**src/hdl/irpwbr_pkg.sv**
```systemverilog
// irpwbr_pkg: shared types and constants for the ir pulse-width byte receiver
// transaction payload structs and configuration register indexes
// no dependencies
`timescale 1ns / 1ps

package irpwbr_pkg;

  localparam int unsigned CfgIdxW  = 3;
  localparam int unsigned CfgDataW = 8;

  // configuration register indexes
  localparam logic [CfgIdxW-1:0] CFG_DEVICE_ADDRESS  = 3'd0;
  localparam logic [CfgIdxW-1:0] CFG_UNIT_TICKS      = 3'd1;
  localparam logic [CfgIdxW-1:0] CFG_TOLERANCE_TICKS = 3'd2;
  localparam logic [CfgIdxW-1:0] CFG_RED_BIT         = 3'd3;
  localparam logic [CfgIdxW-1:0] CFG_GREEN_BIT       = 3'd4;

  // input event kinds
  localparam logic KIND_EDGE     = 1'b0;
  localparam logic KIND_OVERFLOW = 1'b1;

  typedef struct packed {
    logic       kind;
    logic       line_level;
    logic [7:0] interval_ticks;
    logic       green_button_down;
    logic       red_button_down;
  } in_item_t;

  typedef struct packed {
    logic       red_led;
    logic       grn_led;
    logic       byte_done;
    logic [7:0] received_byte;
  } out_item_t;

endpackage

```
**src/hdl/ir_pulse_width_byte_receiver.sv**
```systemverilog
// ir_pulse_width_byte_receiver: one-pass decoder for infrared pulse-width frames
// throughput: one transaction per cycle while the output is not stalled
// decoding is short combinational logic between the input handshake and an output register
// a one-entry skid register keeps the input open while a result waits on output stall
// reset (rst_ni low, asynchronous): decoder idle, leds off, registers at their defaults
`timescale 1ns / 1ps

module ir_pulse_width_byte_receiver (
  input  logic                                clk_i,
  input  logic                                rst_ni,
  // configuration write port
  input  logic                                cfg_we_i,
  input  logic [irpwbr_pkg::CfgIdxW-1:0]      cfg_idx_i,
  input  logic [irpwbr_pkg::CfgDataW-1:0]     cfg_wdata_i,
  // event input channel
  input  logic                                in_valid_i,
  output logic                                in_stall_o,
  input  irpwbr_pkg::in_item_t                in_data_i,
  // result output channel
  output logic                                out_valid_o,
  input  logic                                out_stall_i,
  output irpwbr_pkg::out_item_t               out_data_o
);

  // frame phase codes
  localparam logic [1:0] FP_START_MARK  = 2'd0;
  localparam logic [1:0] FP_START_SPACE = 2'd1;
  localparam logic [1:0] FP_DATA        = 2'd2;

  // byte phase codes
  localparam logic [1:0] BP_WAIT_ADDR = 2'd0;
  localparam logic [1:0] BP_MATCHED   = 2'd1;
  localparam logic [1:0] BP_IGNORE    = 2'd2;

  // configuration registers
  logic [7:0] device_address_q;
  logic [5:0] unit_ticks_q;
  logic [4:0] tolerance_ticks_q;
  logic [2:0] red_bit_q;
  logic [2:0] green_bit_q;

  // decoder state
  logic       timer_running_q, timer_running_d;
  logic [1:0] frame_phase_q, frame_phase_d;
  logic [1:0] byte_phase_q, byte_phase_d;
  logic [7:0] shift_byte_q, shift_byte_d;
  logic [3:0] bit_count_q, bit_count_d;
  logic [7:0] mark_length_q, mark_length_d;
  logic       red_drive_q, red_drive_d;
  logic       green_drive_q, green_drive_d;

  // output register and skid stage
  logic                  out_valid_q;
  irpwbr_pkg::out_item_t out_data_q;
  logic                  skid_valid_q;
  irpwbr_pkg::out_item_t skid_data_q;
  irpwbr_pkg::out_item_t result_d;

  logic in_accept;
  logic out_fire;

  assign in_stall_o  = skid_valid_q;
  assign in_accept   = in_valid_i & ~skid_valid_q;
  assign out_valid_o = out_valid_q;
  assign out_data_o  = out_data_q;
  assign out_fire    = out_valid_q & ~out_stall_i;

  // ticks lie below n*unit - tolerance (a negative bound holds no ticks)
  function automatic logic win_below(input logic [7:0] t, input logic [1:0] n,
                                     input logic [5:0] unit, input logic [4:0] tol);
    logic [9:0] nom;
    nom = 10'(n) * 10'(unit);
    return (10'(t) + 10'(tol)) < nom;
  endfunction

  // ticks lie above n*unit + tolerance
  function automatic logic win_above(input logic [7:0] t, input logic [1:0] n,
                                     input logic [5:0] unit, input logic [4:0] tol);
    logic [9:0] nom;
    nom = 10'(n) * 10'(unit);
    return 10'(t) > (nom + 10'(tol));
  endfunction

  // configuration writes, indexes past the list are dropped
  always_ff @(posedge clk_i or negedge rst_ni) begin
    if (!rst_ni) begin
      device_address_q  <= 8'd0;
      unit_ticks_q      <= 6'd6;
      tolerance_ticks_q <= 5'd2;
      red_bit_q         <= 3'd0;
      green_bit_q       <= 3'd1;
    end else if (cfg_we_i) begin
      case (cfg_idx_i)
        irpwbr_pkg::CFG_DEVICE_ADDRESS:  device_address_q  <= cfg_wdata_i;
        irpwbr_pkg::CFG_UNIT_TICKS:      unit_ticks_q      <= cfg_wdata_i[5:0];
        irpwbr_pkg::CFG_TOLERANCE_TICKS: tolerance_ticks_q <= cfg_wdata_i[4:0];
        irpwbr_pkg::CFG_RED_BIT:         red_bit_q         <= cfg_wdata_i[2:0];
        irpwbr_pkg::CFG_GREEN_BIT:       green_bit_q       <= cfg_wdata_i[2:0];
        default: ;
      endcase
    end
  end

  // single-pass decode of one event
  always_comb begin
    logic       t_below1;
    logic       t_above2;
    logic       t_in1;
    logic       t_in2;
    logic       t_in3;
    logic       m_in1;
    logic       m_in2;
    logic       done;
    logic [7:0] got;

    timer_running_d = timer_running_q;
    frame_phase_d   = frame_phase_q;
    byte_phase_d    = byte_phase_q;
    shift_byte_d    = shift_byte_q;
    bit_count_d     = bit_count_q;
    mark_length_d   = mark_length_q;
    red_drive_d     = red_drive_q;
    green_drive_d   = green_drive_q;
    done            = 1'b0;
    got             = 8'd0;

    // window checks on the interval and on the recorded mark
    t_below1 = win_below(in_data_i.interval_ticks, 2'd1, unit_ticks_q, tolerance_ticks_q);
    t_above2 = win_above(in_data_i.interval_ticks, 2'd2, unit_ticks_q, tolerance_ticks_q);
    t_in1 = ~t_below1 &
            ~win_above(in_data_i.interval_ticks, 2'd1, unit_ticks_q, tolerance_ticks_q);
    t_in2 = ~t_above2 &
            ~win_below(in_data_i.interval_ticks, 2'd2, unit_ticks_q, tolerance_ticks_q);
    t_in3 = ~win_below(in_data_i.interval_ticks, 2'd3, unit_ticks_q, tolerance_ticks_q) &
            ~win_above(in_data_i.interval_ticks, 2'd3, unit_ticks_q, tolerance_ticks_q);
    m_in1 = ~win_below(mark_length_q, 2'd1, unit_ticks_q, tolerance_ticks_q) &
            ~win_above(mark_length_q, 2'd1, unit_ticks_q, tolerance_ticks_q);
    m_in2 = ~win_below(mark_length_q, 2'd2, unit_ticks_q, tolerance_ticks_q) &
            ~win_above(mark_length_q, 2'd2, unit_ticks_q, tolerance_ticks_q);

    if (in_data_i.kind == irpwbr_pkg::KIND_OVERFLOW) begin
      timer_running_d = 1'b0;
    end else if (in_data_i.green_button_down) begin
      green_drive_d = 1'b1;
      red_drive_d   = 1'b0;
    end else if (in_data_i.red_button_down) begin
      red_drive_d   = 1'b1;
      green_drive_d = 1'b0;
    end else if (!timer_running_q) begin
      // first edge after overflow only restarts timing
      timer_running_d = 1'b1;
    end else begin
      case (frame_phase_q)
        FP_START_MARK: begin
          if (in_data_i.line_level && t_in3) frame_phase_d = FP_START_SPACE;
        end
        FP_START_SPACE: begin
          frame_phase_d = (!in_data_i.line_level && t_in3) ? FP_DATA : FP_START_MARK;
        end
        FP_DATA: begin
          // interval outside both data windows resets the decoder
          if (t_below1 || t_above2) begin
            shift_byte_d  = 8'd0;
            bit_count_d   = 4'd0;
            frame_phase_d = FP_START_MARK;
            byte_phase_d  = BP_WAIT_ADDR;
          end
          if (!in_data_i.line_level) begin
            if (t_in1 && m_in2) begin
              shift_byte_d = {shift_byte_d[6:0], 1'b1};
              bit_count_d  = bit_count_d + 4'd1;
            end else if (t_in2 && m_in1) begin
              shift_byte_d = {shift_byte_d[6:0], 1'b0};
              bit_count_d  = bit_count_d + 4'd1;
            end else begin
              shift_byte_d  = 8'd0;
              bit_count_d   = 4'd0;
              frame_phase_d = FP_START_MARK;
              byte_phase_d  = BP_WAIT_ADDR;
            end
            if (bit_count_d == 4'd8) begin
              done = 1'b1;
              got  = shift_byte_d;
              // address match, then one data byte, then ignore
              case (byte_phase_d)
                BP_WAIT_ADDR: begin
                  byte_phase_d = (shift_byte_d == device_address_q) ? BP_MATCHED
                                                                    : BP_WAIT_ADDR;
                end
                BP_MATCHED: begin
                  red_drive_d   = shift_byte_d[red_bit_q];
                  green_drive_d = shift_byte_d[green_bit_q];
                  byte_phase_d  = BP_IGNORE;
                end
                default: ;
              endcase
              shift_byte_d = 8'd0;
              bit_count_d  = 4'd0;
            end
          end else begin
            // a mark just ended: keep its length for the pair check
            mark_length_d = in_data_i.interval_ticks;
          end
        end
        default: ;
      endcase
    end

    result_d.red_led       = red_drive_d;
    result_d.grn_led       = green_drive_d;
    result_d.byte_done     = done;
    result_d.received_byte = got;
  end

  // decoder state advances on every accepted transaction
  always_ff @(posedge clk_i or negedge rst_ni) begin
    if (!rst_ni) begin
      timer_running_q <= 1'b0;
      frame_phase_q   <= FP_START_MARK;
      byte_phase_q    <= BP_WAIT_ADDR;
      shift_byte_q    <= 8'd0;
      bit_count_q     <= 4'd0;
      mark_length_q   <= 8'd0;
      red_drive_q     <= 1'b0;
      green_drive_q   <= 1'b0;
    end else if (in_accept) begin
      timer_running_q <= timer_running_d;
      frame_phase_q   <= frame_phase_d;
      byte_phase_q    <= byte_phase_d;
      shift_byte_q    <= shift_byte_d;
      bit_count_q     <= bit_count_d;
      mark_length_q   <= mark_length_d;
      red_drive_q     <= red_drive_d;
      green_drive_q   <= green_drive_d;
    end
  end

  // output register with skid stage behind it
  always_ff @(posedge clk_i or negedge rst_ni) begin
    if (!rst_ni) begin
      out_valid_q  <= 1'b0;
      skid_valid_q <= 1'b0;
    end else if (out_fire || !out_valid_q) begin
      if (skid_valid_q) begin
        out_valid_q  <= 1'b1;
        skid_valid_q <= 1'b0;
      end else begin
        out_valid_q <= in_accept;
      end
    end else if (in_accept) begin
      // output held by stall: park the new result
      skid_valid_q <= 1'b1;
    end
  end

  always_ff @(posedge clk_i) begin
    if (out_fire || !out_valid_q) begin
      if (skid_valid_q) begin
        out_data_q <= skid_data_q;
      end else if (in_accept) begin
        out_data_q <= result_d;
      end
    end else if (in_accept) begin
      skid_data_q <= result_d;
    end
  end

  // a parked result always has one ahead of it
  assert property (@(posedge clk_i) disable iff (!rst_ni) skid_valid_q |-> out_valid_q)
    else $error("skid entry held without a result in the output register");

  // a stalled output with a parked result must stop the input
  assert property (@(posedge clk_i) disable iff (!rst_ni)
                   (out_valid_q && out_stall_i && skid_valid_q) |=> in_stall_o)
    else $error("input opened while both result slots were full");

  // the byte count wraps at eight, so it never rests at eight or above
  assert property (@(posedge clk_i) disable iff (!rst_ni) bit_count_q < 4'd8)
    else $error("bit count left at or above eight");

  // no completed byte means an all-zero byte field
  assert property (@(posedge clk_i) disable iff (!rst_ni)
                   (out_valid_q && !out_data_q.byte_done) |-> (out_data_q.received_byte == 8'd0))
    else $error("received byte set without byte done");

endmodule
```
**config.mk**
```make
export PLATFORM = sky130hd
export DESIGN_NAME = ir_pulse_width_byte_receiver
export DESIGN_NICKNAME = d
export VERILOG_FILES = /design/src/hdl/irpwbr_pkg.sv /design/src/hdl/ir_pulse_width_byte_receiver.sv
export SDC_FILE = /design/constraint.sdc
export NUM_CORES = 1
export LEC_CHECK = 0
export BUFFER_PORTS_ARGS = -buffer_cell sky130_fd_sc_hd__buf_2
export CORE_MARGIN = 1
export CORE_UTILIZATION = 63
export DETAILED_ROUTE_END_ITERATION = 6
export PLACE_DENSITY = 0.82
export SLEW_MARGIN = 20
export SYNTH_ARGS = -nofsm -noshare
export SYNTH_HDL_FRONTEND = slang
export SYNTH_SLANG_ARGS = --single-unit
```
**constraint.sdc**
```tcl
create_clock -name clk_i -period 5.58 [get_ports clk_i]
set_input_delay 0.558 -clock clk_i [delete_from_list [all_inputs] [get_ports clk_i]]
set_output_delay 0.558 -clock clk_i [all_outputs]
set_load 0.05 [all_outputs]
```
* Word level (Yosys, flattened, before mapping)
Cells that the tools add are included.
Word-level totals: register bits after elaboration 75, output and inout port bits 13, input bits 28, logic and storage cells 191
Operators by class: eq/ne operators 12, muxes and demuxes 89, $lt $le $gt $ge 12, multiply operators 1, reduce and logical (&&, ||, !) cells 25, $add $sub $neg 6, bitwise gates (word level) 23
Operator list (number):
- $mux 8 | 15
- $mux 4 | 16
- $mux 2 | 17
- $mux 1 | 32
- $add 8x5->9 | 3
- $mux 11 | 2
- $mux 7 | 3
- $gt 8x10->1 | 2
- $lt 10x6->1 | 2
- $not 1->1 | 16
- $reduce_and 2->1 | 7
- $reduce_and 7->1 | 2
- $lt 10x7->1 | 1
- $gt 8x9->1 | 1
- $lt 9x7->1 | 1
- $lt 9x8->1 | 1
- $add 7x5->8 | 1
- $eq 8x8->1 | 1
- $gt 8x7->1 | 1
- $gt 8x8->1 | 1
- $lt 3x4->1 const B | 2
- $mul 2x6->8 const A | 1
- $add 6x5->7 | 1
- $and 1x1->1 | 7
- 21 further kinds | 32

* Depth between registers and ports, before layout
depth after elaboration 28, gate-level depth with buffers 22, gate-level depth less buffers 21

* Least setup slack after synthesis
Ideal clock, no wire load.
path kind flip-flop to flip-flop, from register tolerance_ticks_q[1], to register out_data_q (netlist bit out_data_o[10]) (data pin), clock period less this slack 5.080 ns, data arrival time 4.818 ns, buffers on the path 0, required time 5.318 ns, path slack 0.500 ns, library setup time 0.262 ns, cell stages (with the launch flop) 20, cell sequence dfstp_2 -> ha_1 -> inv_1 -> fa_1 -> nand2b_1 -> o2bb2ai_1 -> nand2b_1 -> ha_1 -> and2_1 -> a221o_1 -> o211a_1 -> nor2_1 -> and2_1 -> ha_1 -> nand4b_1 -> or4_1 -> o311ai_4 -> and4_1 -> a222oi_1 -> mux2_1
Between the ends: cells in the longest elaborated chain, start to end 28, elaborated cells between the ends (all ways) 74, classes of those cells add/sub (5); order compare (8); eq/ne (2); mux (44); bitwise (12); reduce/logical (3)
RTL lines:
- start: declaration | RTL line ir_pulse_width_byte_receiver.sv:38 | logic [4:0] tolerance_ticks_q;
- start signal: assignment | RTL line ir_pulse_width_byte_receiver.sv:96 | irpwbr_pkg::CFG_TOLERANCE_TICKS: tolerance_ticks_q <= cfg_wdata_i[4:0];
- $add 8x5->9 or $add 7x5->8 (tied branches) | RTL line ir_pulse_width_byte_receiver.sv:73, ir_pulse_width_byte_receiver.sv:81
- $lt 10x6->1 or $gt 8x10->1 (tied branches) | RTL line ir_pulse_width_byte_receiver.sv:73, ir_pulse_width_byte_receiver.sv:81
- $logic_or 1x1->1 | RTL line ir_pulse_width_byte_receiver.sv:162 | if (t_below1 || t_above2) begin
- $mux 4 | RTL line ir_pulse_width_byte_receiver.sv:162
- $mux 4 | RTL line ir_pulse_width_byte_receiver.sv:153 | case (frame_phase_q)
- $mux 4 | RTL line ir_pulse_width_byte_receiver.sv:149 | end else if (!timer_running_q) begin
- $mux 4 | RTL line ir_pulse_width_byte_receiver.sv:146 | end else if (in_data_i.red_button_down) begin
- $mux 4 | RTL line ir_pulse_width_byte_receiver.sv:143 | end else if (in_data_i.green_button_down) begin
- [... 13 more ...]
- $mux 1 (*) | RTL line ir_pulse_width_byte_receiver.sv:153
- $mux 1 (*) | RTL line ir_pulse_width_byte_receiver.sv:149
- $mux 1 (*) | RTL line ir_pulse_width_byte_receiver.sv:146
- $mux 1 (*) | RTL line ir_pulse_width_byte_receiver.sv:143
- $mux 1 (*) | RTL line ir_pulse_width_byte_receiver.sv:141 | if (in_data_i.kind == irpwbr_pkg::KIND_OVERFLOW) begin
- via red_drive_d | RTL line ir_pulse_width_byte_receiver.sv:49 | logic red_drive_q, red_drive_d;
- $mux 11 (*) | RTL line ir_pulse_width_byte_receiver.sv:260 | end else if (in_accept) begin
- $mux 11 (*) | RTL line ir_pulse_width_byte_receiver.sv:258 | if (skid_valid_q) begin
- end signal: assignment | RTL line ir_pulse_width_byte_receiver.sv:259 | out_data_q <= skid_data_q;
- end signal: assignment | RTL line ir_pulse_width_byte_receiver.sv:261 | out_data_q <= result_d;
- end: declaration | RTL line ir_pulse_width_byte_receiver.sv:54 | irpwbr_pkg::out_item_t out_data_q;
The timed path passes the listed nets; every way through them passes the cells marked *. The select of a mux whose other input is x is not followed. A chain may end at the register's enable or synchronous reset.

* Worst setup path after layout
Same ends and word-level chain as after synthesis.

==> summary.md <==
| Metric | Value |
|---|---|
| Status | finished, final reports clean |
| H-tree Lvls | 3 |
| Final Wtd Congestion | between 0.9 and 1 |
| Ratio of cells with drive above 1 in the final layout | 0.164 |
| Worst slew margin | 0.295 |
| Fmax | approximately 0.18 GHz |
| Setup TNS | 0 ns |
| CP max FO | 8 |
| Slew Limit Fails | 0 |
| DIE AREA | about 0.011 mm² |
| Slew @ Worst Pin | around 1.1 ns |
| Worst vdd ir | approximately 0.31 mV |
| Utilization after layout | 0.711 |
| Area Overhead vs Synth | 8.81% |
| Iteration-0 DRC Markers | 606 |
| Slowest CP cell | dfstp_2 |
| Most frequent cells in the layout | ha_1, dfrtp_1, nand2_1 |
| # clock sinks | 75 |
| WP depth | 19 |
| Reg-to-Reg Start | tolerance_ticks_q[1] |
| R2R cell count | 19 |
| Clock slew at reported path FFs | around 0.09 ns |
| DR DRC count | 0 |
| Worst-path cell chain | ha_1 > inv_1 > fa_1 > xor2_2 > ha_1 > nand4_1 > and4b_1 > or4_1 > nand4b_1 > o211a_4 > nor2_1 > and2_1 > ha_1 > nand4b_1 > or4_1 > o311ai_4 > a41oi_2 > a222oi_1 > mux2_1 |
| Layout Skew | between 0.01 and 0.015 ns |
| Vias | approximately 5.9k |
| Wire length per cell | between 20 and 25 µm |
| Family with the most delay on the worst path | simple AND/OR/NAND/NOR gates |
| Fill count | a little under 800 |
| Critical Path End Type | flip-flop |
| Final period util | 0.971 |
| Number of diodes | 0 |
| Antenna viol nets, final | 0 |
| Worst Setup Start Kind | flip-flop |
| CP required | 5.83 ns |
| Drt first pass iters | 7 |
| Post-synthesis cell count | around 700 |
| I/O Buffers | 40 |
| First-pass GRT wire length | 29.4 mm |
| Hold/Removal Path Class | in2async |
| Post-synth cell types | between 80 and 90 |
| Post-synthesis async set-or-reset flop share | 0.707 |
| Cell Area, Placed | ~0.0071 mm² |
| Power per Cell Area | roughly 410 mW/mm² |
| Avg Inst Size Synth | between 9 and 10 µm² |
| CTS Buf Count | 9 |
| Largest net degree at the start of global routing | 33 |
| Commonest register cell after synthesis | dfrtp_1 |
| EDFF count, synth | 22 |
| Max incr delay on CP | 0.56 ns |
| Worst-Skew Late Latency | 0.38 ns |
| Setup crit end | out_data_o[10] |
| Synthesized area | slightly below 0.007 mm² |
| Commonest non-fill, non-tap cell in the layout | ha_1 |
| Total GRT Usage | 0.342 |
| Max_cap viols | 0 |
| Post-synthesis register bit count | 75 |
| Final hold violation count | 0 |
| Core Footprint | just over 0.01 mm² |
| Largest buffer count on any clock path | 2 |
| Final setup vio count | 0 |
| Hold slack | 0.140 ns |
| Arrival time at the worst endpoint | 5.67 ns |
| Die span in x | about 110 µm |
| Crit Path Class | reg2reg |
| Initial Util | 0.653 |
| Dpl hpwl | 14.1 mm |
| R2R setup slack | roughly 0.16 ns |
| FF-to-FF End | out_data_o[10] |
| Row cnt | 37 |
| Via/cell ratio | approximately 6.7 |
| Synth warnings | 0 |
| CTS root buffer | clkbuf_8 |
| Die height | between 100 and 150 µm |
| TritonCTS clock tree | built |
| Syn Nets | 820 |
| Seq/Total Area, Yosys | 0.294 |
| Vias in the first global route | slightly below 6k |
| Pleak | 0.00325 µW |
| Critical path origin | tolerance_ticks_q[1] |
| Initial antenna violation count | 0 |
| Io pins | roughly 40 |
| Gr ovfl total | 0 |
| Buf/Inv on CP | 1 |
| Final instance area | about 0.0074 mm² |
| Fin nets | between 800 and 900 |
| Routed WL | 18.1 mm |
| Crit-path most repeated cell | ha_1 |
| Post-route minimum period | 5.42 ns |
[flip-flops by register name, indices dropped and copies added, names as in the netlist, 4 cells and up]
name,cells
device_address_q,8
unit_ticks_q,6
skid_data_q,11
shift_byte_q,7
bit_count_q,4
mark_length_q,8
tolerance_ticks_q,5
out_data_o,11
[cell type report]
cell class | instances | area (µm²) | area share
clock buffers | 9 | 124 | 0.0168
inverters | 46 | 173 | 0.0234
well taps | 136 | 170 | 0.0231
multi-input cells | 556 | 4560 | 0.618
repair buffers | 51 | 283 | 0.0384
clock inverters | 7 | 70.1 | 0.00951
flip-flops and latches | 75 | 1990 | 0.270
[layer usage]
| metal | part of all wire | global-route usage |
|---|---|---|
| met1 | 0.43 | 0.456 |
| met2 | 0.45 | 0.538 |
| met3 | 0.086 | 0.0767 |
| met4 | 0.033 | 0.136 |
| met5 | 0 | 0 |
[worst min path at each step]
stage / from / end / slack (ns) / cells after the start
2_1_floorplan: rst_ni / bit_count_q[0] / 0.26 / 0
3_3_place_gp: red_drive_q / red_drive_q / 0.48 / 1
3_5_place_dp: red_drive_q / red_drive_q / 0.48 / 1
4_1_cts: rst_ni / unit_ticks_q[4] / 0.15 / 1
5_1_grt: rst_ni / unit_ticks_q[4] / 0.17 / 1
6_report: rst_ni / unit_ticks_q[4] / 0.14 / 1
[what timing repair did]
action                                  4_1_cts  5_1_grt
hold buffers                                  0        0
gates resized for setup                       0        4
endpoints found under the setup margin        0       21
setup buffers                                 0        2
[metrics by stage]
| stage | power [µW] | setup slack, ns | instances |
|---|---|---|---|
| 3_3_place_gp | 2440 | 0.363 | 862 |
| 5_1_grt | 3270 | -0.00597 | 880 |
| 2_1_floorplan | 2070 | 0.500 | 695 |
| 4_1_cts | 2970 | 0.0907 | 878 |
| 6_report | 3020 | 0.163 | 880 |
| 3_5_place_dp | 2540 | 0.116 | 862 |
[power breakdown]
part           internal, µW  total (µW)  switching, µW
clock                   173         420            247
combinational           776        1840           1070
sequential              644         760            116
[cell usage after synthesis, types with 5 or more instances]
library cell,number,area share
ha_1,91,0.17
dfrtp_1,49,0.18
nand2_1,47,0.026
inv_1,45,0.025
nor2_1,40,0.022
a21oi_1,38,0.028
o21ai_0,37,0.027
mux2_2,23,0.038
edfxtp_1,22,0.098
a21o_1,20,0.022
xnor2_1,19,0.025
nand3_1,13,0.0096
nor3_1,13,0.0096
o31ai_1,12,0.013
xor2_1,12,0.016
clkbuf_1,11,0.0061
nand2b_1,10,0.0092
o21a_1,9,0.010
nor2b_1,8,0.0074
a22o_1,7,0.0091
buf_2,7,0.0052
nand4_1,7,0.0065
o211ai_1,7,0.0078
a21boi_0,6,0.0067
fa_1,6,0.018
o21bai_1,6,0.0067
a211oi_1,5,0.0055
and2_1,5,0.0046
nor3b_1,5,0.0055
[worst reg2reg max path, cell delays in order (launching register included)]
cell and delay [ns]:
dfstp_2 0.56, ha_1 0.22, inv_1 0.10, fa_1 0.43, xor2_2 0.18, ha_1 0.33
nand4_1 0.15, and4b_1 0.21, or4_1 0.51, nand4b_1 0.14, o211a_4 0.21, nor2_1 0.07
and2_1 0.19, ha_1 0.30, nand4b_1 0.18, or4_1 0.47, o311ai_4 0.14, a41oi_2 0.23
a222oi_1 0.46, mux2_1 0.22
[cell families after synthesis]
logic type | share of synthesized area
compound gates | 0.227
simple gates | 0.150
fa+ha+maj | 0.187
flops | 0.294
buf+inv | 0.0368
xor+xnor | 0.0534
mux | 0.0510
No activity file was read; power rests on OpenSTA's default activity.
